`src/design/lts_pkg.sv`:
```
// Lottery scheduler package: constants, status codes, slot record, mod unit types.
// No dependencies.
`default_nettype none
package lts_pkg;
   localparam int unsigned SLOTS_DEFAULT = 64;
   localparam logic [31:0] LCG_MUL = 32'd989457;
   localparam logic [31:0] LCG_ADD = 32'd956883031;
   localparam logic [31:0] SEED_RESET = 32'd3;
   localparam logic [15:0] AGE_RESET = 16'd10000;
   localparam logic [1:0] LOTTERY_LEVEL = 2'd2;
   localparam logic [1:0] PROMOTE_LEVEL = 2'd1;
   localparam logic [1:0] RS_UNUSED = 2'd0;
   localparam logic [1:0] RS_RUNNABLE = 2'd2;
   localparam logic [1:0] ST_GRANTED = 2'd0;
   localparam logic [1:0] ST_NO_TICKETS = 2'd1;
   localparam logic [1:0] ST_NOT_RUNNABLE = 2'd2;
   localparam logic [1:0] ST_WRITE_DONE = 2'd3;
   localparam logic OP_WRITE = 1'b0;

   typedef struct packed {
      logic [1:0] run_state;
      logic [1:0] level;
      logic [15:0] tickets;
      logic [15:0] wait_count;
   } slot_type;

   // Handshake between sequencer and modulo unit.
   typedef struct packed {
      logic start;
      logic [31:0] dividend;
      logic [31:0] divisor;
   } mod_req_type;

   typedef struct packed {
      logic done;
      logic [31:0] remainder;
   } mod_rsp_type;
endpackage
`default_nettype wire

```
`src/design/lottery_ticket_scheduler_top.sv`:
```
// Top level of the lottery ticket scheduler: age limit register and sequencer.
// Depends on lts_pkg and lts_sequencer.
`default_nettype none
// A write item is taken in the idle state and its response is registered there. A
// draw item makes one read walk over the slot memory to sum tickets, a bit-serial
// remainder, a second walk to pick the winner, and on a grant a read-modify-write
// walk that ages the other slots. All walks go through the one read port of the
// slot memory. After reset the block clears the slot memory and holds req_stall meanwhile.
module lottery_ticket_scheduler_top #(
   parameter int unsigned SLOTS = lts_pkg::SLOTS_DEFAULT
) (
   input wire logic clock,
   input wire logic reset,
   input wire logic req_valid,
   output logic req_stall,
   input wire logic req_opcode,
   input wire logic [5:0] req_slot,
   input wire logic [1:0] req_run_state,
   input wire logic [1:0] req_queue_level,
   input wire logic [15:0] req_ticket_count,
   output logic rsp_valid,
   input wire logic rsp_stall,
   output logic [1:0] rsp_status,
   output logic [5:0] rsp_winner,
   output logic signed [23:0] rsp_draw_value,
   input wire logic csr_write,
   input wire logic [15:0] csr_wdata
);
   import lts_pkg::*;
   localparam int unsigned AW = $clog2(SLOTS);
   logic [15:0] age_limit_ff;

   // Hold the age limit
   always_ff @(posedge clock) begin
      if (reset) begin
         age_limit_ff <= AGE_RESET;
      end else if (csr_write) begin
         age_limit_ff <= csr_wdata;
      end
   end

   lts_sequencer #(.SLOTS(SLOTS), .AW(AW)) u_seq (
      .clock(clock), .reset(reset),
      .req_valid(req_valid), .req_stall(req_stall), .req_opcode(req_opcode),
      .req_slot(req_slot), .req_run_state(req_run_state),
      .req_queue_level(req_queue_level), .req_ticket_count(req_ticket_count),
      .rsp_valid(rsp_valid), .rsp_stall(rsp_stall), .rsp_status(rsp_status),
      .rsp_winner(rsp_winner), .rsp_draw_value(rsp_draw_value),
      .age_limit(age_limit_ff)
   );
endmodule
`default_nettype wire

```
`src/design/lts_slot_mem.sv`:
```
// Slot table memory: one write port, one read port, registered read data.
// Depends on lts_pkg.
`default_nettype none
module lts_slot_mem #(
   parameter int unsigned SLOTS = 64,
   parameter int unsigned AW = 6
) (
   input wire logic clock,
   input wire logic wr_en,
   input wire logic [AW-1:0] wr_addr,
   input wire lts_pkg::slot_type wr_data,
   input wire logic [AW-1:0] rd_addr,
   output lts_pkg::slot_type rd_data
);
   import lts_pkg::*;
   slot_type mem [SLOTS];

   // Write one entry, read one entry
   always_ff @(posedge clock) begin
      if (wr_en) begin
         mem[wr_addr] <= wr_data;
      end
      rd_data <= mem[rd_addr];
   end
endmodule
`default_nettype wire

```
`src/design/lts_mod_unit.sv`:
```
// Iterative 32-bit unsigned remainder, one quotient bit per cycle.
// Depends on lts_pkg.
`default_nettype none
module lts_mod_unit (
   input wire logic clock,
   input wire logic reset,
   input wire lts_pkg::mod_req_type req,
   output lts_pkg::mod_rsp_type rsp
);
   import lts_pkg::*;
   logic busy_ff, busy_in;
   logic [4:0] cnt_ff, cnt_in;
   logic [31:0] rem_ff, rem_in, num_ff, num_in, div_ff, div_in;
   logic done_ff, done_in;
   logic [32:0] trial;

   always_comb begin
      busy_in = busy_ff;
      cnt_in = cnt_ff;
      rem_in = rem_ff;
      num_in = num_ff;
      div_in = div_ff;
      done_in = 1'b0;
      trial = {rem_ff, num_ff[31]} - {1'b0, div_ff};
      if (req.start) begin
         busy_in = 1'b1;
         cnt_in = '0;
         rem_in = '0;
         num_in = req.dividend;
         div_in = req.divisor;
      end else if (busy_ff) begin
         // Shift in one dividend bit, subtract when it fits
         rem_in = trial[32] ? {rem_ff[30:0], num_ff[31]} : trial[31:0];
         num_in = {num_ff[30:0], 1'b0};
         cnt_in = cnt_ff + 5'd1;
         if (cnt_ff == 5'd31) begin
            busy_in = 1'b0;
            done_in = 1'b1;
         end
      end
   end

   always_ff @(posedge clock) begin
      if (reset) begin
         busy_ff <= 1'b0;
         done_ff <= 1'b0;
         cnt_ff <= '0;
      end else begin
         busy_ff <= busy_in;
         done_ff <= done_in;
         cnt_ff <= cnt_in;
      end
      rem_ff <= rem_in;
      num_ff <= num_in;
      div_ff <= div_in;
   end

   assign rsp.done = done_ff;
   assign rsp.remainder = rem_ff;
endmodule
`default_nettype wire

```
`src/design/lts_sequencer.sv`:
```
// Draw and write sequencer: walks the slot memory, drives the modulo unit.
// Depends on lts_pkg, lts_slot_mem, lts_mod_unit.
`default_nettype none
module lts_sequencer #(
   parameter int unsigned SLOTS = 64,
   parameter int unsigned AW = 6
) (
   input wire logic clock,
   input wire logic reset,
   input wire logic req_valid,
   output logic req_stall,
   input wire logic req_opcode,
   input wire logic [5:0] req_slot,
   input wire logic [1:0] req_run_state,
   input wire logic [1:0] req_queue_level,
   input wire logic [15:0] req_ticket_count,
   output logic rsp_valid,
   input wire logic rsp_stall,
   output logic [1:0] rsp_status,
   output logic [5:0] rsp_winner,
   output logic signed [23:0] rsp_draw_value,
   input wire logic [15:0] age_limit
);
   import lts_pkg::*;

   typedef enum logic [7:0] {
      S_IDLE = 8'b0000_0001,
      S_CLEAR = 8'b0000_0010,
      S_SUM = 8'b0000_0100,
      S_MOD = 8'b0000_1000,
      S_PICK = 8'b0001_0000,
      S_CHECK = 8'b0010_0000,
      S_AGE = 8'b0100_0000,
      S_OUT = 8'b1000_0000
   } state_type;

   localparam logic [AW:0] LAST = (AW + 1)'(SLOTS - 1);
   localparam logic [AW:0] DEPTH = (AW + 1)'(SLOTS);

   state_type state_ff, state_in;
   logic [AW:0] addr_ff, addr_in;      // issued read address
   logic rvalid_ff, rvalid_in;        // read data in flight
   logic [AW-1:0] raddr_ff, raddr_in;  // address of data now on rd_data
   logic [31:0] seed_ff, seed_in;
   logic [21:0] total_ff, total_in;
   logic [21:0] run_ff, run_in;
   logic signed [23:0] draw_ff, draw_in;
   logic [AW-1:0] win_ff, win_in;
   logic found_ff, found_in;
   logic [1:0] status_ff, status_in;
   logic [31:0] prod_ff, prod_in;
   logic outv_ff, outv_in;

   logic wr_en;
   logic [AW-1:0] wr_addr, rd_addr;
   slot_type wr_data, rd_data;
   mod_req_type mreq;
   mod_rsp_type mrsp;
   logic [32:0] seed_abs;
   logic signed [32:0] rem_s;
   logic [15:0] wait_inc;

   lts_slot_mem #(.SLOTS(SLOTS), .AW(AW)) u_mem (
      .clock(clock), .wr_en(wr_en), .wr_addr(wr_addr), .wr_data(wr_data),
      .rd_addr(rd_addr), .rd_data(rd_data)
   );
   lts_mod_unit u_mod (.clock(clock), .reset(reset), .req(mreq), .rsp(mrsp));

   assign req_stall = (state_ff != S_IDLE) || outv_ff;
   assign rsp_valid = outv_ff;
   assign rsp_status = status_ff;
   assign rsp_winner = 6'(win_ff);
   assign rsp_draw_value = draw_ff;
   assign rd_addr = addr_ff[AW-1:0];
   assign seed_abs = seed_ff[31] ? 33'(-{1'b1, seed_ff}) : {1'b0, seed_ff};
   assign wait_inc = (rd_data.wait_count == 16'hFFFF) ? 16'hFFFF
                                                     : rd_data.wait_count + 16'd1;

   always_comb begin
      state_in = state_ff;
      addr_in = addr_ff;
      rvalid_in = 1'b0;
      raddr_in = addr_ff[AW-1:0];
      seed_in = seed_ff;
      total_in = total_ff;
      run_in = run_ff;
      draw_in = draw_ff;
      win_in = win_ff;
      found_in = found_ff;
      status_in = status_ff;
      prod_in = prod_ff;
      outv_in = outv_ff && rsp_stall;
      wr_en = 1'b0;
      wr_addr = raddr_ff;
      wr_data = rd_data;
      mreq.start = 1'b0;
      mreq.dividend = seed_abs[31:0];
      mreq.divisor = {10'd0, total_ff};
      rem_s = '0;
      unique case (state_ff)
         // Clear the table after reset, one entry a cycle
         S_CLEAR: begin
            wr_en = 1'b1;
            wr_addr = addr_ff[AW-1:0];
            wr_data = '0;
            addr_in = addr_ff + 1'b1;
            if (addr_ff == LAST) begin
               state_in = S_IDLE;
            end
         end
         S_IDLE: begin
            addr_in = '0;
            if (req_valid && !req_stall) begin
               if (req_opcode == OP_WRITE) begin
                  if (9'(req_slot) < 9'(SLOTS)) begin
                     wr_en = 1'b1;
                     wr_addr = AW'(req_slot);
                     wr_data.run_state = req_run_state;
                     wr_data.level = req_queue_level;
                     wr_data.tickets = req_ticket_count;
                     wr_data.wait_count = '0;
                  end
                  status_in = ST_WRITE_DONE;
                  win_in = '0;
                  draw_in = '0;
                  outv_in = 1'b1;
               end else begin
                  prod_in = seed_ff * LCG_MUL;
                  total_in = '0;
                  addr_in = '0;
                  state_in = S_SUM;
                  seed_in = seed_ff;
               end
            end
         end
         // Sum level-2 tickets; first cycle finishes the seed update
         S_SUM: begin
            if (addr_ff == '0 && !rvalid_ff) begin
               seed_in = prod_ff + LCG_ADD;
            end
            if (addr_ff != DEPTH) begin
               addr_in = addr_ff + 1'b1;
               rvalid_in = 1'b1;
            end
            if (rvalid_ff && rd_data.level == LOTTERY_LEVEL) begin
               total_in = total_ff + 22'(rd_data.tickets);
            end
            if (rvalid_ff && addr_ff == DEPTH) begin
               if (total_in == '0) begin
                  status_in = ST_NO_TICKETS;
                  win_in = '0;
                  draw_in = '0;
                  state_in = S_OUT;
               end else begin
                  state_in = S_MOD;
               end
               addr_in = '0;
            end
         end
         S_MOD: begin
            if (!mrsp.done) begin
               mreq.start = (addr_ff == '0);
               addr_in = {{AW{1'b0}}, 1'b1};
            end else begin
               rem_s = seed_ff[31] ? -$signed({1'b0, mrsp.remainder})
                                   : $signed({1'b0, mrsp.remainder});
               draw_in = 24'(rem_s + 33'sd1);
               run_in = '0;
               found_in = 1'b0;
               win_in = '0;
               addr_in = '0;
               state_in = S_PICK;
            end
         end
         // Walk for the first level-2 slot whose running sum reaches the draw
         S_PICK: begin
            if (addr_ff != DEPTH && !found_ff) begin
               addr_in = addr_ff + 1'b1;
               rvalid_in = 1'b1;
            end
            if (rvalid_ff && !found_ff && rd_data.level == LOTTERY_LEVEL) begin
               run_in = run_ff + 22'(rd_data.tickets);
               if ($signed({2'b00, run_in}) >= draw_ff) begin
                  found_in = 1'b1;
                  win_in = raddr_ff;
               end
            end
            if (!rvalid_ff && (found_ff || addr_ff == DEPTH)) begin
               addr_in = {1'b0, win_in};
               state_in = S_CHECK;
               found_in = 1'b0;
            end
         end
         // Read the winner's run state
         S_CHECK: begin
            if (!found_ff) begin
               found_in = 1'b1;
               rvalid_in = 1'b1;
            end else if (rvalid_ff) begin
               if (rd_data.run_state != RS_RUNNABLE) begin
                  status_in = ST_NOT_RUNNABLE;
                  state_in = S_OUT;
               end else begin
                  status_in = ST_GRANTED;
                  addr_in = '0;
                  state_in = S_AGE;
               end
            end
         end
         // Age every other used slot: read, modify, write back
         S_AGE: begin
            if (addr_ff != DEPTH) begin
               addr_in = addr_ff + 1'b1;
               rvalid_in = 1'b1;
            end
            if (rvalid_ff && rd_data.run_state != RS_UNUSED && raddr_ff != win_ff) begin
               wr_en = 1'b1;
               if (wait_inc >= age_limit) begin
                  wr_data.level = PROMOTE_LEVEL;
                  wr_data.wait_count = '0;
               end else begin
                  wr_data.wait_count = wait_inc;
               end
            end
            if (rvalid_ff && addr_ff == DEPTH) begin
               state_in = S_OUT;
            end
         end
         S_OUT: begin
            outv_in = 1'b1;
            addr_in = '0;
            state_in = S_IDLE;
         end
         default: state_in = S_IDLE;
      endcase
   end

   always_ff @(posedge clock) begin
      if (reset) begin
         state_ff <= S_CLEAR;
         addr_ff <= '0;
         rvalid_ff <= 1'b0;
         outv_ff <= 1'b0;
         found_ff <= 1'b0;
         seed_ff <= SEED_RESET;
      end else begin
         state_ff <= state_in;
         addr_ff <= addr_in;
         rvalid_ff <= rvalid_in;
         outv_ff <= outv_in;
         found_ff <= found_in;
         seed_ff <= seed_in;
      end
      raddr_ff <= raddr_in;
      total_ff <= total_in;
      run_ff <= run_in;
      draw_ff <= draw_in;
      win_ff <= win_in;
      status_ff <= status_in;
      prod_ff <= prod_in;
   end
endmodule
`default_nettype wire
```
`config.mk`:
```
export PLATFORM = sky130hd
export DESIGN_NAME = lottery_ticket_scheduler_top
export DESIGN_NICKNAME = d
export VERILOG_FILES = /design/src/design/lts_pkg.sv /design/src/design/lottery_ticket_scheduler_top.sv /design/src/design/lts_slot_mem.sv /design/src/design/lts_mod_unit.sv /design/src/design/lts_sequencer.sv
export SDC_FILE = /design/constraint.sdc
export NUM_CORES = 2
export LEC_CHECK = 0
export ABC_CLOCK_PERIOD_IN_PS = 10600
export BUFFER_PORTS_ARGS = -buffer_cell sky130_fd_sc_hd__buf_2
export CORE_ASPECT_RATIO = 1.1
export CORE_MARGIN = 4
export CORE_UTILIZATION = 28
export CTS_CLUSTER_SIZE = 30
export DETAILED_ROUTE_END_ITERATION = 16
export HOLD_SLACK_MARGIN = 0.02
export SLEW_MARGIN = 20
export SYNTH_ARGS = -nofsm -noshare
export SYNTH_HDL_FRONTEND = slang
export SYNTH_SLANG_ARGS = --single-unit
```
`constraint.sdc`:
```
create_clock -name clock -period 10.6 [get_ports clock]
set_clock_uncertainty 0.2 [all_clocks]
set_input_delay 1.06 -clock clock [delete_from_list [all_inputs] [get_ports clock]]
set_output_delay 1.06 -clock clock [all_outputs]
set_load 0.005 [all_outputs]
```
; Word-level counts from Yosys, hierarchy flattened
; Memories as Yosys holds them, arrays and structs flattened. A register that Yosys moved wholly into a read port is not among the register bits.
; Cells that the tools add are included.
[classes]
addsub = 10
mul = 1
magnitude_cmp = 2
eq_ne = 33
muxes = 94
n_bitwise = 1
reduce_logical = 41
[op_table]
columns = op, n
row1 = 24-bit 2-to-1 mux, 6
row2 = 22-bit 2-to-1 mux, 6
row3 = 32-bit 2-to-1 mux, 4
row4 = 8-bit 2-to-1 mux, 11
row5 = 22-bit case mux with 2 select lines, 2
row6 = 36-bit 2-to-1 mux, 2
row7 = 24-bit case mux with 3 select lines, 1
row8 = 8-bit case mux with 7 select lines, 1
row9 = 6-bit 2-to-1 mux, 9
row10 = 7-bit 2-to-1 mux, 7
row11 = 7-bit case mux with 7 select lines, 1
row12 = 16-bit 2-to-1 mux, 3
row13 = 16-bit case mux with 3 select lines, 1
row14 = 22-bit by 16-bit adder with 22-bit output, 2
row15 = 33-bit by 22-bit subtractor with 33-bit output, 1
row16 = 32-bit by 30-bit adder with 32-bit output (second input constant), 1
row17 = 32-bit by 20-bit multiplier with 32-bit output (second input constant), 1
row18 = 32-bit negation, 1
row19 = 16-bit case mux with 2 select lines, 1
row20 = 24-bit by 2-bit adder with 24-bit output (second input constant), 1
row21 = 23-bit by 24-bit greater-or-equal comparator with 1-bit output, 1
row22 = 24-bit negation, 1
row23 = 6-bit case mux with 4 select lines, 1
row24 = 22-bit zero test, 1
row25 = other kinds (48), 116
[totals]
regBits = 273
ram_bits = 2304
in_bits = 48
n_memories = 1
[memory_table]
columns = name, words, word_bits, read_ports, rd_clocked_by_memory_dff, wr, line
row1 = u_seq.u_mem.mem, 64, 36, 1, 1, 1, lts_slot_mem.sv:16  ; slot_type mem [SLOTS];

; Depth between registers and ports, before layout
[logic_depth]
depth_word = 8
ltp_mapped = 25
ltp_nobuf = 25

; By module
; Synthesis repeated with hierarchy kept, for this count alone.
[unflattened]
cells_unflattened = 6560
area_unflattened_um2 = 113168.5
[modules_own_cells]
columns = mod, n_inst, cells_per_inst, area_per_inst_um2, seq_area_each_um2
row1 = lts_slot_mem, 1, 3823, 88082.0, 69907.0
row2 = lts_sequencer, 1, 2111, 18392.6, 4364.2
row3 = lts_mod_unit, 1, 574, 6102.1, 2702.6
row4 = lottery_ticket_scheduler_top, 1, 52, 591.8, 320.3

; Least setup slack after synthesis
; No wires, ideal clock.
[synth_path]
path_kind = reg-to-reg
start = register u_seq.u_mem.rd_data[0] (netlist name)
end = memory u_seq.u_mem.mem[0][9] (netlist bit) (data pin)
setup_time_ps = 767
arrival_time_ps = 6642
slack_ps = 2990
path_stages_with_launch = 21
synth_period_minus_slack_ps = 7610
path_cell_list = dfxtp_1 > ha_1 > and3_1 > nand3_1 > nor2_1 > nand2_1 > or3_1 > clkbuf_1 > and2_1 > ha_1 > nand2b_1 > a21o_1 > a211oi_1 > nor4_1 > o21ai_0 > a21boi_0 > or4b_1 > clkbuf_1 > nor2_1 > nor2_1 > a311oi_1
[synth_rtl]
columns = item, line
row1 = end: declaration, lts_slot_mem.sv:16

; Worst setup path in the final report
[layout_path]
start = register u_seq.seed_ff[3]
end = register u_seq.prod_ff[31] (data pin)
[layout_via]
elab_chain_cells = 1
[layout_lines]
columns = item, line
row1 = start: declaration, lts_sequencer.sv:44  ; logic [31:0] seed_ff, seed_in;
row2 = start signal: assignment, lts_sequencer.sv:252  ; seed_ff <= seed_in;
row3 = 32-bit by 20-bit multiplier with 32-bit output, lts_sequencer.sv:128  ; prod_in = seed_ff * LCG_MUL;
row4 = end signal: assignment, lts_sequencer.sv:260  ; prod_ff <= prod_in;
row5 = end: declaration, lts_sequencer.sv:51  ; logic [31:0] prod_ff, prod_in;
; No other way between the ends.
; A chain may end at the register's enable or synchronous reset.

==> results.json <==
{
  "synthArstFlopShare": 0,
  "critPathKind": "reg -> reg",
  "irDropWorstVdd_mv": 0.211,
  "dieHeight_um": 669,
  "avgRoutedWirePerCell_um": 26.1,
  "maxCapViolCount": 0,
  "num_vias": 58540,
  "grt_usage": 0.145,
  "synth.avg_cell_area_um2": 18.7,
  "drtAntennaViolNets": 0,
  "path_max_fanout": 9,
  "hold_viol_final": 0,
  "slew_headroom": 0.245,
  "tns_ps": 0,
  "ys_seq_elements": 2613,
  "core_area_um2": 395000,
  "dp_hpwl_um": 175000,
  "wirelength_um": 304000,
  "antenna_found_initial": 6,
  "fin_crit_ps": 7220,
  "yosysWarningCount": 0,
  "required_ps": 10950,
  "root_buffer": "clkbuf_16",
  "dieArea_um2": 407000,
  "overflow": 0,
  "cts_resized": 0,
  "cts_setup_buffers": 0,
  "synth_top_area_frac": 0.666,
  "postSynthCellCount": 5953,
  "grt_first_pass_wirelength_um": 435000,
  "gp_congestion": 0.862,
  "hold_path.class": "in -> reg",
  "dpl.cell_count": 11158,
  "synth_edf_count": 2466,
  "worst_setup_path_end_kind": "flop",
  "p_per_area_nw_per_um2": 254,
  "rsz0062_at_grt": "false",
  "drtIter0Drc": 6646,
  "nFillCells": 37511,
  "dr.pass1.iters": 6,
  "yosysSeqAreaShare": 0.693,
  "synth_area_um2": 111000,
  "setup_viol": 0,
  "status": "finished, final reports clean",
  "syn-num-nets": 6348,
  "layout.nets": 6586,
  "numPortBuffers": 81,
  "synth_cell_types": 86,
  "yosysTopAreaCell": "edfxtp_1",
  "final_common_cell": "edfxtp_1",
  "initial_core_util": 0.281,
  "num_rows": 242,
  "area_growth_pct": 15.0,
  "ys_top_cells_by_area": "edfxtp_1, mux4_2, ha_1",
  "cts_tree": "done",
  "drc": 0,
  "timing.final.crit_share": 0.681,
  "fmax_ghz": 0.139,
  "final_cells": 11638,
  "first_global_vias": 59076,
  "maxSlewViolCount": 0,
  "setup.worst_path.start_class": "flop",
  "worst_slew_pin_slew_ps": 1130,
  "layout_common_cells": "edfxtp_1, mux4_2, inv_1",
  "ios": 82,
  "clockBufferDepth": 4,
  "htreeDepth": 5,
  "die_w_um": 609,
  "numCtsBuffers": 273,
  "synth_top_flop_cell": "edfxtp_1",
  "insertion_delay_ps": 850,
  "leakage_nw": 41.2,
  "arrival_ps": 7570,
  "path_clk_slew_ps": 60,
  "layout-drive-gt1-share": 0.237,
  "viasPerCell": 5.03,
  "cts_sinks": 2613,
  "postCtsHoldBufs": 0,
  "grt_max_degree": 140
}
-- logic make-up (layout without fill, tap and decap cells) --
group,Yosys count,in the layout,share of synthesized area
buffers and inverters,588,1024,0.0200
muxes,798,798,0.157
xor gates and xnor gates,206,206,0.0162
and+or+nand+nor,851,851,0.0366
AOI/OAI and AO/OA,550,550,0.0312
DFF,2613,2613,0.693
adders and majority gates,347,347,0.0465
other,0,3,0
-- per-layer routing --
| metal | GRT usage | share of wire |
|---|---|---|
| met5 | 0 | 0.0012 |
| met4 | 0.0450 | 0.033 |
| met3 | 0.0293 | 0.078 |
| met2 | 0.242 | 0.48 |
| met1 | 0.192 | 0.40 |
-- area by class of cell --
cell class                      count  area [um2]  share of cell area
Clock inverter                    132        1140             0.00896
Multi-Input combinational cell   2752       32900               0.258
Clock buffer                      341        7270              0.0569
Sequential cell                  2613       77000               0.602
Inverter                          322        1220             0.00953
Antenna cell                        3        7.51           0.0000587
Tap cell                         5246        6560              0.0513
Timing Repair Buffer              229        1680              0.0131
-- synth_stat cells, types with 37 or more instances --
master	n
xnor2_1	132
clkbuf_1	192
a21o_1	37
buf_1	67
a21oi_1	144
xor2_1	74
ha_1	237
mux2i_1	40
inv_1	320
dfxtp_1	147
nor3_1	52
nand3_1	51
nand2_1	224
nor2_1	280
fa_1	110
edfxtp_1	2466
and2_1	40
mux4_2	756
o21ai_0	151
-- report_power, final --
part	internal, mW	leakage, nW	switching, mW
logic	3.55	13.3	5.49
registers	13.8	23.8	0.521
clock network	5.25	4.12	3.97
-- per-stage QoR --
stage	worst slack (ps)	hold WS (ps)	utilization	total power [mW]	instance area, um2
after floorplan	2990	126	-	20.5	111000
after global placement	3340	246	0.302	23.2	119000
after detailed placement	3420	245	0.302	23.5	119000
after CTS	3360	150	0.323	32.7	128000
after global routing	3040	189	0.324	34.0	128000
final	3380	214	0.324	32.5	128000
-- path summary, 6_finish.rpt --
check	start	endpoint	slack, ps	depth (start not counted)
min reg2reg	u_seq.seed_ff[30]	u_seq.seed_ff[30]	250	2
min	reset	u_seq.rsp_valid	210	2
max	u_seq.seed_ff[3]	u_seq.prod_ff[31]	3380	24
max reg2reg	u_seq.seed_ff[3]	u_seq.prod_ff[31]	3380	24
-- registers in the layout, summed over array words and instances (netlist names), 16 cells and up --
register / count
u_seq.u_mod.div_ff: 22
u_seq.run_ff: 22
u_seq.u_mod.rem_ff: 32
u_seq.prod_ff: 32
u_seq.rsp_draw_value: 24
u_seq.u_mem.rd_data: 36
u_seq.u_mod.num_ff: 32
u_seq.u_mem.mem: 2304
u_seq.total_ff: 22
u_seq.seed_ff: 32
age_limit_ff: 16
-- worst max-delay path, cell delays in order (launching register included) --
cell and delay [ps]:
dfxtp_1 590, inv_1 240, fa_1 530, inv_1 50, fa_1 480, inv_1 50
fa_1 490, fa_1 430, fa_1 500, inv_1 50, fa_1 480, inv_1 50
fa_1 490, inv_1 50, ha_1 340, a21o_1 220, a21oi_1 170, o21ai_0 130
or3_1 330, nor3_1 170, nor2_1 120, a211o_1 280, a31o_2 230, a21oi_1 170
xnor2_1 80
Note: power is estimated with default switching activity, not from simulation.
